<file path="src/design/pisa_pkg.sv">
// Shared types, constants and saturation helpers for the PID controller.
`timescale 1ns / 1ps
package pisa_pkg;

  localparam int unsigned FlowW    = 13;
  localparam int unsigned VoltW    = 32;
  localparam int unsigned GainW    = 31;
  localparam int unsigned IntegW   = 48;
  localparam int unsigned ProdW    = GainW + VoltW;
  localparam int unsigned FracW    = 24;
  localparam int unsigned TermW    = ProdW - FracW;
  localparam int unsigned IvalW    = 56;
  localparam int unsigned AccW     = 58;
  localparam int unsigned CfgAddrW = 3;
  localparam int unsigned InDataW  = 48;

  localparam logic [GainW-1:0] GainPRst    = 31'd1677722;
  localparam logic [GainW-1:0] GainIRst    = 31'd2516582;
  localparam logic [GainW-1:0] GainDRst    = 31'd3355443;
  localparam logic [VoltW-1:0] UpperRst    = 32'd167772160;
  localparam logic [VoltW-1:0] LowerRst    = 32'd0;
  localparam logic [GainW-1:0] SlopeRst    = 31'd6711;
  localparam logic [VoltW-1:0] OffsetRst   = 32'd17918067;
  localparam logic [GainW-1:0] SepLimitRst = 31'd50331648;

  typedef enum logic [CfgAddrW-1:0] {
    REG_GAIN_P,
    REG_GAIN_I,
    REG_GAIN_D,
    REG_UPPER_LIMIT,
    REG_LOWER_LIMIT,
    REG_FLOW_SLOPE,
    REG_FLOW_OFFSET,
    REG_SEP_LIMIT
  } reg_idx_e;

  typedef struct packed {
    logic        [GainW-1:0] gain_p;
    logic        [GainW-1:0] gain_i;
    logic        [GainW-1:0] gain_d;
    logic signed [VoltW-1:0] upper_limit;
    logic signed [VoltW-1:0] lower_limit;
    logic        [GainW-1:0] flow_slope;
    logic signed [VoltW-1:0] flow_offset;
    logic        [GainW-1:0] separation_limit;
  } cfg_t;

  typedef enum logic [3:0] {
    ST_IDLE,
    ST_SETP_MUL,
    ST_SETP_ADD,
    ST_ERR,
    ST_MUL_P,
    ST_MUL_D,
    ST_MUL_IL,
    ST_MUL_IH,
    ST_SUM_I,
    ST_ADD_I,
    ST_RESULT
  } state_e;

  // Datapath command, one per cycle
  typedef enum logic [3:0] {
    OP_NONE,
    OP_LOAD,
    OP_SETP_MUL,
    OP_SETP_ADD,
    OP_ERR,
    OP_MUL_P,
    OP_MUL_D,
    OP_MUL_IL,
    OP_MUL_IH,
    OP_SUM_I,
    OP_ADD_I,
    OP_RESULT
  } op_e;

  // Two's complement bits in, saturated 32-bit value out
  function automatic logic [VoltW-1:0] sat32(input logic [63:0] v);
    if (&v[63:VoltW-1] || ~|v[63:VoltW-1]) begin
      return v[VoltW-1:0];
    end
    return v[63] ? {1'b1, {(VoltW-1){1'b0}}} : {1'b0, {(VoltW-1){1'b1}}};
  endfunction

  function automatic logic [IntegW-1:0] sat48(input logic [63:0] v);
    if (&v[63:IntegW-1] || ~|v[63:IntegW-1]) begin
      return v[IntegW-1:0];
    end
    return v[63] ? {1'b1, {(IntegW-1){1'b0}}} : {1'b0, {(IntegW-1){1'b1}}};
  endfunction

endpackage

</file>
<file path="src/design/pisa_regs.sv">
// Configuration register file with write-only access.
`timescale 1ns / 1ps
module pisa_regs (
  input  logic                            clk_i,
  input  logic                            rst_ni,
  input  logic                            cfg_we_i,
  input  logic [pisa_pkg::CfgAddrW-1:0]   cfg_addr_i,
  input  logic [pisa_pkg::VoltW-1:0]      cfg_wdata_i,
  output pisa_pkg::cfg_t                  cfg_o
);
  import pisa_pkg::*;

  cfg_t cfg_q;

  always_ff @(posedge clk_i or negedge rst_ni) begin
    if (!rst_ni) begin
      cfg_q.gain_p           <= GainPRst;
      cfg_q.gain_i           <= GainIRst;
      cfg_q.gain_d           <= GainDRst;
      cfg_q.upper_limit      <= UpperRst;
      cfg_q.lower_limit      <= LowerRst;
      cfg_q.flow_slope       <= SlopeRst;
      cfg_q.flow_offset      <= OffsetRst;
      cfg_q.separation_limit <= SepLimitRst;
    end else if (cfg_we_i) begin
      case (reg_idx_e'(cfg_addr_i))
        REG_GAIN_P:      cfg_q.gain_p           <= cfg_wdata_i[GainW-1:0];
        REG_GAIN_I:      cfg_q.gain_i           <= cfg_wdata_i[GainW-1:0];
        REG_GAIN_D:      cfg_q.gain_d           <= cfg_wdata_i[GainW-1:0];
        REG_UPPER_LIMIT: cfg_q.upper_limit      <= cfg_wdata_i;
        REG_LOWER_LIMIT: cfg_q.lower_limit      <= cfg_wdata_i;
        REG_FLOW_SLOPE:  cfg_q.flow_slope       <= cfg_wdata_i[GainW-1:0];
        REG_FLOW_OFFSET: cfg_q.flow_offset      <= cfg_wdata_i;
        REG_SEP_LIMIT:   cfg_q.separation_limit <= cfg_wdata_i[GainW-1:0];
        default: ;
      endcase
    end
  end

  assign cfg_o = cfg_q;

endmodule

</file>
<file path="src/design/pisa_ctrl.sv">
// Sequencer: handshakes and the per-step command schedule.
`timescale 1ns / 1ps
module pisa_ctrl (
  input  logic          clk_i,
  input  logic          rst_ni,
  input  logic          s_valid_i,
  output logic          s_ready_o,
  output logic          m_valid_o,
  input  logic          m_ready_i,
  output pisa_pkg::op_e cmd_o
);
  import pisa_pkg::*;

  state_e state_q, state_d;
  logic   m_valid_q, m_valid_d;
  logic   slot_free;

  assign slot_free = !m_valid_q || m_ready_i;

  always_comb begin
    state_d = state_q;
    case (state_q)
      ST_IDLE:     if (s_valid_i) state_d = ST_SETP_MUL;
      ST_SETP_MUL: state_d = ST_SETP_ADD;
      ST_SETP_ADD: state_d = ST_ERR;
      ST_ERR:      state_d = ST_MUL_P;
      ST_MUL_P:    state_d = ST_MUL_D;
      ST_MUL_D:    state_d = ST_MUL_IL;
      ST_MUL_IL:   state_d = ST_MUL_IH;
      ST_MUL_IH:   state_d = ST_SUM_I;
      ST_SUM_I:    state_d = ST_ADD_I;
      ST_ADD_I:    state_d = ST_RESULT;
      ST_RESULT:   if (slot_free) state_d = ST_IDLE;
      default:     state_d = ST_IDLE;
    endcase
  end

  always_comb begin
    cmd_o     = OP_NONE;
    s_ready_o = 1'b0;
    case (state_q)
      ST_IDLE: begin
        s_ready_o = 1'b1;
        if (s_valid_i) cmd_o = OP_LOAD;
      end
      ST_SETP_MUL: cmd_o = OP_SETP_MUL;
      ST_SETP_ADD: cmd_o = OP_SETP_ADD;
      ST_ERR:      cmd_o = OP_ERR;
      ST_MUL_P:    cmd_o = OP_MUL_P;
      ST_MUL_D:    cmd_o = OP_MUL_D;
      ST_MUL_IL:   cmd_o = OP_MUL_IL;
      ST_MUL_IH:   cmd_o = OP_MUL_IH;
      ST_SUM_I:    cmd_o = OP_SUM_I;
      ST_ADD_I:    cmd_o = OP_ADD_I;
      ST_RESULT:   if (slot_free) cmd_o = OP_RESULT;
      default:     cmd_o = OP_NONE;
    endcase
  end

  // new result may overwrite the slot in the cycle the old one transfers
  always_comb begin
    m_valid_d = m_valid_q;
    if (cmd_o == OP_RESULT) begin
      m_valid_d = 1'b1;
    end else if (m_ready_i) begin
      m_valid_d = 1'b0;
    end
  end

  always_ff @(posedge clk_i or negedge rst_ni) begin
    if (!rst_ni) begin
      state_q   <= ST_IDLE;
      m_valid_q <= 1'b0;
    end else begin
      state_q   <= state_d;
      m_valid_q <= m_valid_d;
    end
  end

  assign m_valid_o = m_valid_q;

endmodule

</file>
<file path="src/design/pisa_dp.sv">
// Datapath: shared 31x32 multiplier, accumulator, PID state registers.
`timescale 1ns / 1ps
module pisa_dp (
  input  logic                          clk_i,
  input  logic                          rst_ni,
  input  pisa_pkg::cfg_t                cfg_i,
  input  pisa_pkg::op_e                 cmd_i,
  input  logic [pisa_pkg::FlowW-1:0]    flow_i,
  input  logic [pisa_pkg::VoltW-1:0]    meas_i,
  output logic [pisa_pkg::VoltW-1:0]    drive_o,
  output logic                          used_o
);
  import pisa_pkg::*;

  // payload
  logic        [FlowW-1:0]  flow_q;
  logic signed [VoltW-1:0]  meas_q;
  logic        [ProdW-1:0]  prod_q;
  logic signed [VoltW-1:0]  setp_q;
  logic signed [VoltW-1:0]  err_q;
  logic                     above_q, below_q;
  logic                     used_q, take_q;
  logic                     diff_neg_q;
  logic        [VoltW-1:0]  diff_mag_q;
  logic        [AccW-1:0]   acc_q;
  logic        [TermW-1:0]  ipart_q;
  logic        [IvalW-1:0]  ival_q;
  logic        [VoltW-1:0]  drive_q;
  logic                     used_out_q;
  // controller state, cleared at reset
  logic signed [VoltW-1:0]  prev_meas_q;
  logic signed [VoltW-1:0]  prev_err_q;
  logic signed [IntegW-1:0] integ_q;

  logic        [GainW-1:0]  mul_a;
  logic        [VoltW-1:0]  mul_b;
  logic        [VoltW-1:0]  err_mag;
  logic        [IntegW-1:0] integ_mag;
  logic        [VoltW:0]    diff;
  logic        [TermW-1:0]  term;
  logic        [AccW-1:0]   acc_step;
  logic                     take;

  assign err_mag   = err_q[VoltW-1] ? VoltW'(-err_q) : err_q;
  assign integ_mag = integ_q[IntegW-1] ? IntegW'(-integ_q) : integ_q;
  assign diff      = (VoltW+1)'(err_q) - (VoltW+1)'(prev_err_q);
  assign term      = prod_q[ProdW-1:FracW];

  // upper test wins when the limits cross
  always_comb begin
    if (above_q) begin
      take = err_q[VoltW-1];
    end else if (below_q) begin
      take = !err_q[VoltW-1] && (err_q != '0);
    end else begin
      take = 1'b1;
    end
  end

  always_comb begin
    mul_a = cfg_i.gain_p;
    mul_b = err_mag;
    case (cmd_i)
      OP_SETP_MUL: begin
        mul_a = cfg_i.flow_slope;
        mul_b = VoltW'(flow_q);
      end
      OP_MUL_D: begin
        mul_a = cfg_i.gain_d;
        mul_b = diff_mag_q;
      end
      OP_MUL_IL: begin
        mul_a = cfg_i.gain_i;
        mul_b = integ_mag[VoltW-1:0];
      end
      OP_MUL_IH: begin
        mul_a = cfg_i.gain_i;
        mul_b = VoltW'(integ_mag[IntegW-1:VoltW]);
      end
      default: begin
        mul_a = cfg_i.gain_p;
        mul_b = err_mag;
      end
    endcase
  end

  // signed add of the current product term, sign taken per command
  always_comb begin
    acc_step = acc_q;
    case (cmd_i)
      OP_MUL_D:  acc_step = err_q[VoltW-1] ? acc_q - AccW'(term) : acc_q + AccW'(term);
      OP_MUL_IL: acc_step = diff_neg_q ? acc_q - AccW'(term) : acc_q + AccW'(term);
      OP_ADD_I: begin
        if (used_q) begin
          acc_step = integ_q[IntegW-1] ? acc_q - AccW'(ival_q) : acc_q + AccW'(ival_q);
        end
      end
      default: acc_step = acc_q;
    endcase
  end

  always_ff @(posedge clk_i) begin
    case (cmd_i)
      OP_LOAD: begin
        flow_q <= flow_i;
        meas_q <= meas_i;
      end
      OP_SETP_MUL: prod_q <= mul_a * mul_b;
      OP_SETP_ADD: setp_q <= sat32(64'(prod_q[43:0]) + 64'(cfg_i.flow_offset));
      OP_ERR: begin
        err_q   <= sat32(64'(setp_q) - 64'(prev_meas_q));
        above_q <= prev_meas_q > cfg_i.upper_limit;
        below_q <= prev_meas_q < cfg_i.lower_limit;
      end
      OP_MUL_P: begin
        prod_q     <= mul_a * mul_b;
        used_q     <= err_mag < VoltW'(cfg_i.separation_limit);
        take_q     <= take;
        diff_neg_q <= diff[VoltW];
        diff_mag_q <= diff[VoltW] ? VoltW'(-diff) : diff[VoltW-1:0];
        acc_q      <= '0;
      end
      OP_MUL_D, OP_MUL_IL: begin
        prod_q <= mul_a * mul_b;
        acc_q  <= acc_step;
      end
      OP_MUL_IH: begin
        prod_q  <= mul_a * mul_b;
        ipart_q <= term;
      end
      OP_SUM_I:  ival_q <= IvalW'(ipart_q) + {prod_q[IvalW-9:0], 8'b0};
      OP_ADD_I:  acc_q  <= acc_step;
      OP_RESULT: begin
        drive_q    <= sat32(64'($signed(acc_q)));
        used_out_q <= used_q;
      end
      default: ;
    endcase
  end

  always_ff @(posedge clk_i or negedge rst_ni) begin
    if (!rst_ni) begin
      prev_meas_q <= '0;
      prev_err_q  <= '0;
      integ_q     <= '0;
    end else begin
      if (cmd_i == OP_MUL_D && used_q && take_q) begin
        integ_q <= sat48(64'(integ_q) + 64'(err_q));
      end
      if (cmd_i == OP_RESULT) begin
        prev_err_q  <= err_q;
        prev_meas_q <= meas_q;
      end
    end
  end

  assign drive_o = drive_q;
  assign used_o  = used_out_q;

endmodule

</file>
<file path="src/design/pid_integral_separation_antiwindup.sv">
// Top level: positional PID with integral separation and anti-windup.
`timescale 1ns / 1ps
// One input transfer yields one result transfer. A step turns the flow
// target into a set point (flow_slope * flow + flow_offset), subtracts the
// measurement captured on the previous step, and forms Kp*e + Kd*(e - e')
// plus Ki*integrator while |e| < separation_limit, all in signed Q8.24 and
// saturated. Every product runs through one shared 31x32 multiplier, five
// products per step; the next input is accepted only once the step is done,
// and the input stays stalled longer only while a finished result is still
// waiting on the output. The user writes registers via the cfg port only
// at idle time (the block does not enforce it); they take effect next step.
module pid_integral_separation_antiwindup (
  input  logic                          clk_i,
  input  logic                          rst_ni,
  input  logic                          cfg_we_i,
  input  logic [pisa_pkg::CfgAddrW-1:0] cfg_addr_i,
  input  logic [pisa_pkg::VoltW-1:0]    cfg_wdata_i,
  input  logic                          s_axis_tvalid,
  output logic                          s_axis_tready,
  // [12:0] flow_target, [44:13] measured_voltage, [47:45] zero
  input  logic [pisa_pkg::InDataW-1:0]  s_axis_tdata,
  output logic                          m_axis_tvalid,
  input  logic                          m_axis_tready,
  // [31:0] drive
  output logic [pisa_pkg::VoltW-1:0]    m_axis_tdata,
  // [0] integral_used
  output logic [0:0]                    m_axis_tuser
);
  import pisa_pkg::*;

  cfg_t cfg;
  op_e  cmd;
  logic used;

  pisa_regs u_regs (
    .clk_i       (clk_i),
    .rst_ni      (rst_ni),
    .cfg_we_i    (cfg_we_i),
    .cfg_addr_i  (cfg_addr_i),
    .cfg_wdata_i (cfg_wdata_i),
    .cfg_o       (cfg)
  );

  pisa_ctrl u_ctrl (
    .clk_i     (clk_i),
    .rst_ni    (rst_ni),
    .s_valid_i (s_axis_tvalid),
    .s_ready_o (s_axis_tready),
    .m_valid_o (m_axis_tvalid),
    .m_ready_i (m_axis_tready),
    .cmd_o     (cmd)
  );

  pisa_dp u_dp (
    .clk_i   (clk_i),
    .rst_ni  (rst_ni),
    .cfg_i   (cfg),
    .cmd_i   (cmd),
    .flow_i  (s_axis_tdata[FlowW-1:0]),
    .meas_i  (s_axis_tdata[FlowW+VoltW-1:FlowW]),
    .drive_o (m_axis_tdata),
    .used_o  (used)
  );

  assign m_axis_tuser = used;

  // one step at a time: input closes right after a transfer
  a_single_step: assert property (@(posedge clk_i) disable iff (!rst_ni)
    s_axis_tvalid && s_axis_tready |=> !s_axis_tready)
    else $error("input accepted while a step is in progress");

  // a result appears only from the result load command
  a_result_src: assert property (@(posedge clk_i) disable iff (!rst_ni)
    $rose(m_axis_tvalid) |-> $past(cmd == OP_RESULT))
    else $error("output valid without result load");

  // operands are captured only on a real input transfer
  a_load_xfer: assert property (@(posedge clk_i) disable iff (!rst_ni)
    cmd == OP_LOAD |-> s_axis_tvalid && s_axis_tready)
    else $error("operand capture without input transfer");

endmodule
</file>
<file path="config.mk">
export PLATFORM = sky130hd
export DESIGN_NAME = pid_integral_separation_antiwindup
export DESIGN_NICKNAME = d
export VERILOG_FILES = /design/src/design/pisa_pkg.sv /design/src/design/pisa_regs.sv /design/src/design/pisa_ctrl.sv /design/src/design/pisa_dp.sv /design/src/design/pid_integral_separation_antiwindup.sv
export SDC_FILE = /design/constraint.sdc
export NUM_CORES = 2
export LEC_CHECK = 0
export BUFFER_PORTS_ARGS = -buffer_cell sky130_fd_sc_hd__buf_2
export CORE_MARGIN = 2
export CORE_UTILIZATION = 54
export CTS_BUF_LIST = sky130_fd_sc_hd__clkbuf_16
export CTS_CLUSTER_SIZE = 24
export DETAILED_ROUTE_END_ITERATION = 16
export PLACE_DENSITY_LB_ADDON = 0.25
export SLEW_MARGIN = 10
export SYNTH_ARGS = -nofsm -noshare
export SYNTH_HDL_FRONTEND = slang
export SYNTH_HIERARCHICAL = 1
export SYNTH_SLANG_ARGS = --single-unit
export TNS_END_PERCENT = 1
</file>
<file path="constraint.sdc">
create_clock -name clk_i -period 15.2 [get_ports clk_i]
set_clock_uncertainty 0.1 [all_clocks]
set_input_delay 3.8 -clock clk_i [delete_from_list [all_inputs] [get_ports clk_i]]
set_output_delay 3.8 -clock clk_i [all_outputs]
set_load 0.03 [all_outputs]
</file>
==> run summary <==
================================================================================
Status ............................................................ complete, no violations
First-pass iteration count of the detailed router .................            8
Floorplan row count ...............................................          145
Library cell used as clock root buffer ............................ sky130_fd_sc_hd__clkbuf_16
FMAX ..............................................................     68.9 MHz
Starting utilization of the core area .............................        54.4%
Detailed-route DRC error count ....................................            0
Number of enable-type register cells in the synthesized netlist ...          395
CTS Buf Count .....................................................           88
Multiplexer area fraction after synthesis .........................        3.48%
Slowest CP cell ................................................... sky130_fd_sc_hd__a2111oi_0
Number of instances resized during post-cts repair ................            0
Number of sinks handled by clock tree synthesis ...................          763
DP Cell Count .....................................................        11200
Type of destination of the critical path ..........................         flop
Non-filler cells in the finished layout ...........................        11400
Min Tclk post-route ...............................................     14510 ps
Total of buffers placed on input and output ports .................          119
Number of global-route vias before repair .........................        70000
Overall die width .................................................       401 µm
Worst Setup SP .................................................... m_axis_tready
Final setup slack of the worst path ...............................       687 ps
Total via count after detailed routing ............................        69400
Register bit total from synthesis .................................          763
Ys async rst share ................................................        48.2%
Number of antenna violations at the first check in global routing .           19
Crit path max fanout ..............................................           14
Count of cell types in the netlist ................................          105
Metal3 WL .........................................................     25400 µm
Remaining antenna violation count after routing ...................            0
Endpoint arrival time on the critical path ........................     14900 ps
Pins over their slew limit ........................................            0
Synth Area in Adders ..............................................        31.1%
Crit-path max cell delay ..........................................       910 ps
Post-detailed-route via-to-cell ratio .............................         6.11
Finish-stage setup viols ..........................................            0
Worst-Margin Slew .................................................      1300 ps
Worst reg2reg startpoint .......................................... u_dp/integ_q[5]
Clock latency on the worst-skew pair ..............................       730 ps
Post-layout utilization of the core ...............................        58.7%
Vertical die dimension ............................................       401 µm
Net count of the finished layout ..................................        10900
Worst Path Class, Setup ........................................... input port to flop
Maximum number of pins on one net before global-route repair ......          111
CTS clk-pin slew, worst paths .....................................        60 ps
Unrepaired setup endpoints after global routing ...................        false
CP startpoint kind ................................................   input port
Global placer's final weighted congestion .........................         1.01
Area added between synthesis and finish ...........................        7.99%
Sum of negative setup slack .......................................         0 ps
XOR/XNOR Fraction of Synth Area ...................................        5.01%
Number of buffers inserted by hold repair at cts ..................            0
Top layer in use ..................................................         met5
Deepest clock path buffer count ...................................            3
Clock tree from TritonCTS .........................................        built
Count of endpoints failing hold in the final timing report ........            0
Path category of the worst min-delay check ........................ flop to flop
Wire length of the first global-routing pass ......................    432000 µm
Fraction of final layout cells with drive strength greater than 1 .        9.76%
Final HPWL DP .....................................................    226000 µm
Delay-heaviest family, CP ......................................... compound AO/OA/AOI/OAI gates
Residual overflow from global routing .............................            0
Number of warning messages in the yosys log .......................            6
Area of the die ...................................................   160000 µm²
Reg-to-reg slack, setup ...........................................      3250 ps
Worst setup slack before clock tree synthesis .....................       270 ps
Number of nets produced by synthesis ..............................        10800
Buffers inserted during post-CTS setup optimization ...............            0
Worst slew margin relative to its limit ...........................        13.6%
Post-synthesis cell count .........................................         9178
Number of levels in the clock H-tree ..............................            3
Total GRT Usage ...................................................        35.6%
Final Routed Wirelength ...........................................    286000 µm
Post-Synth Simple-Gate Area .......................................        13.5%
Period utilisation layout .........................................        95.5%
Dominant combinational cell family by area after synthesis ........  adder cells
Average wire per standard cell ....................................      25.2 µm
Worst path bufs/invs ..............................................            9
Most used cells in the layout excluding fill and tap cells ........ sky130_fd_sc_hd__inv_1, sky130_fd_sc_hd__nand2_1, sky130_fd_sc_hd__fa_1, sky130_fd_sc_hd__nor2_1, sky130_fd_sc_hd__ha_1
Origin of the worst min-delay path ................................ u_dp/ipart_q[3]
Maximum Capacitance Violations ....................................            0
WL met2 ...........................................................    128000 µm
1st-iter DRT viols ................................................         6640
Worst EP required .................................................     15580 ps
Mapped cell area ..................................................    84900 µm²
Dominant register cell in the synthesized netlist ................. sky130_fd_sc_hd__edfxtp_1
Per-instance average area after synthesis .........................     9.25 µm²
Fraction of the yosys area taken by sequential cells ..............        24.9%
Most common cell after layout, fill and taps aside ................ sky130_fd_sc_hd__inv_1
Core region area ..................................................   156000 µm²
Compound-cell area share of the yosys netlist .....................        14.6%
Routed length on met1 .............................................    115000 µm
I/O Pins ..........................................................          123
================================================================================
[per-layer routing]
layer,vias up,GRT usage [%]
li1,31200,-
met1,34500,46.3
met2,3030,56.0
met3,703,7.30
met4,6,19.5
met5,-,0
[Yosys cell counts (79+ instances only)]
library cell | n | area share, %
sky130_fd_sc_hd__a21o_1 | 246 | 2.2
sky130_fd_sc_hd__a21oi_1 | 506 | 3.0
sky130_fd_sc_hd__clkbuf_1 | 362 | 1.6
sky130_fd_sc_hd__dfrtp_1 | 311 | 9.2
sky130_fd_sc_hd__edfxtp_1 | 395 | 14
sky130_fd_sc_hd__fa_1 | 874 | 21
sky130_fd_sc_hd__ha_1 | 676 | 10
sky130_fd_sc_hd__inv_1 | 1155 | 5.1
sky130_fd_sc_hd__mux2_2 | 213 | 2.8
sky130_fd_sc_hd__nand2_1 | 1025 | 4.5
sky130_fd_sc_hd__nand3_1 | 120 | 0.71
sky130_fd_sc_hd__nand4_1 | 83 | 0.61
sky130_fd_sc_hd__nor2_1 | 762 | 3.4
sky130_fd_sc_hd__nor3_1 | 103 | 0.61
sky130_fd_sc_hd__o21a_1 | 79 | 0.70
sky130_fd_sc_hd__o21ai_0 | 433 | 2.6
sky130_fd_sc_hd__xnor2_1 | 307 | 3.2
sky130_fd_sc_hd__xor2_1 | 179 | 1.8
[cell type report]
| class | count | area [µm²] |
|---|---|---|
| sequential | 763 | 21100 |
| clock inverter | 77 | 782 |
| clock buffer | 89 | 2230 |
| antenna | 14 | 35.0 |
| multi-input combinational | 6810 | 57800 |
| timing repair buffer | 400 | 2790 |
| inverter | 1158 | 4350 |
| fill | 13600 | 64500 |
| tap | 2058 | 2570 |
[cell families (layout without fill, tap and decap cells)]
group / after synthesis / in the layout
buffers and inverters: 1605 / 1724
AND/OR/NAND/NOR: 2556 / 2556
other: 0 / 14
adder cells (fa/ha/maj): 1598 / 1598
AO/OA/AOI/OAI: 1907 / 1907
flip-flops: 763 / 763
multiplexers: 263 / 263
XOR/XNOR: 486 / 486
[per-stage QoR]
stage                     area [µm²]  hold WS (ps)
after floorplan                84900           300
after global placement         88600           302
after detailed placement       88600           305
after CTS                      91600           321
after global routing           91700           325
final                          91700           319
[worst paths after layout]
check                                   endpoint  cells past startpoint
worst max-delay path             u_dp/prod_q[59]                     36
worst min-delay path              u_dp/ival_q[3]                      0
worst max register to register   u_dp/prod_q[57]                     37
worst min register to register    u_dp/ival_q[3]                      0
max in group asynchronous       u_regs/cfg_o[52]                      3
min in group asynchronous        u_dp/integ_q[4]                      1
[worst register-to-register path, delay by kind of cell, from the launching register on]
family	cells	cell delay (ps)
flops	1	440
compound gates	13	3500
xor+xnor	2	290
simple gates	7	2360
buf+inv	6	710
fa+ha+maj	9	4290
[sequential cells by signal (all words and copies together), names as in the netlist, 13 cells and up]
signal,count
u_regs/cfg_o,251
u_dp/ipart_q,39
u_dp/prod_q,63
u_dp/ival_q,56
u_dp/acc_q,58
u_dp/err_q,32
u_dp/setp_q,32
u_dp/integ_q,48
u_dp/drive_o,32
u_dp/prev_err_q,32
u_dp/prev_meas_q,32
u_dp/diff_mag_q,32
u_dp/meas_q,32
u_dp/flow_q,13
Power is left out: the tool's default activity adds up to more than one toggle a clock period on the data nets, which glitch-free logic cannot reach.
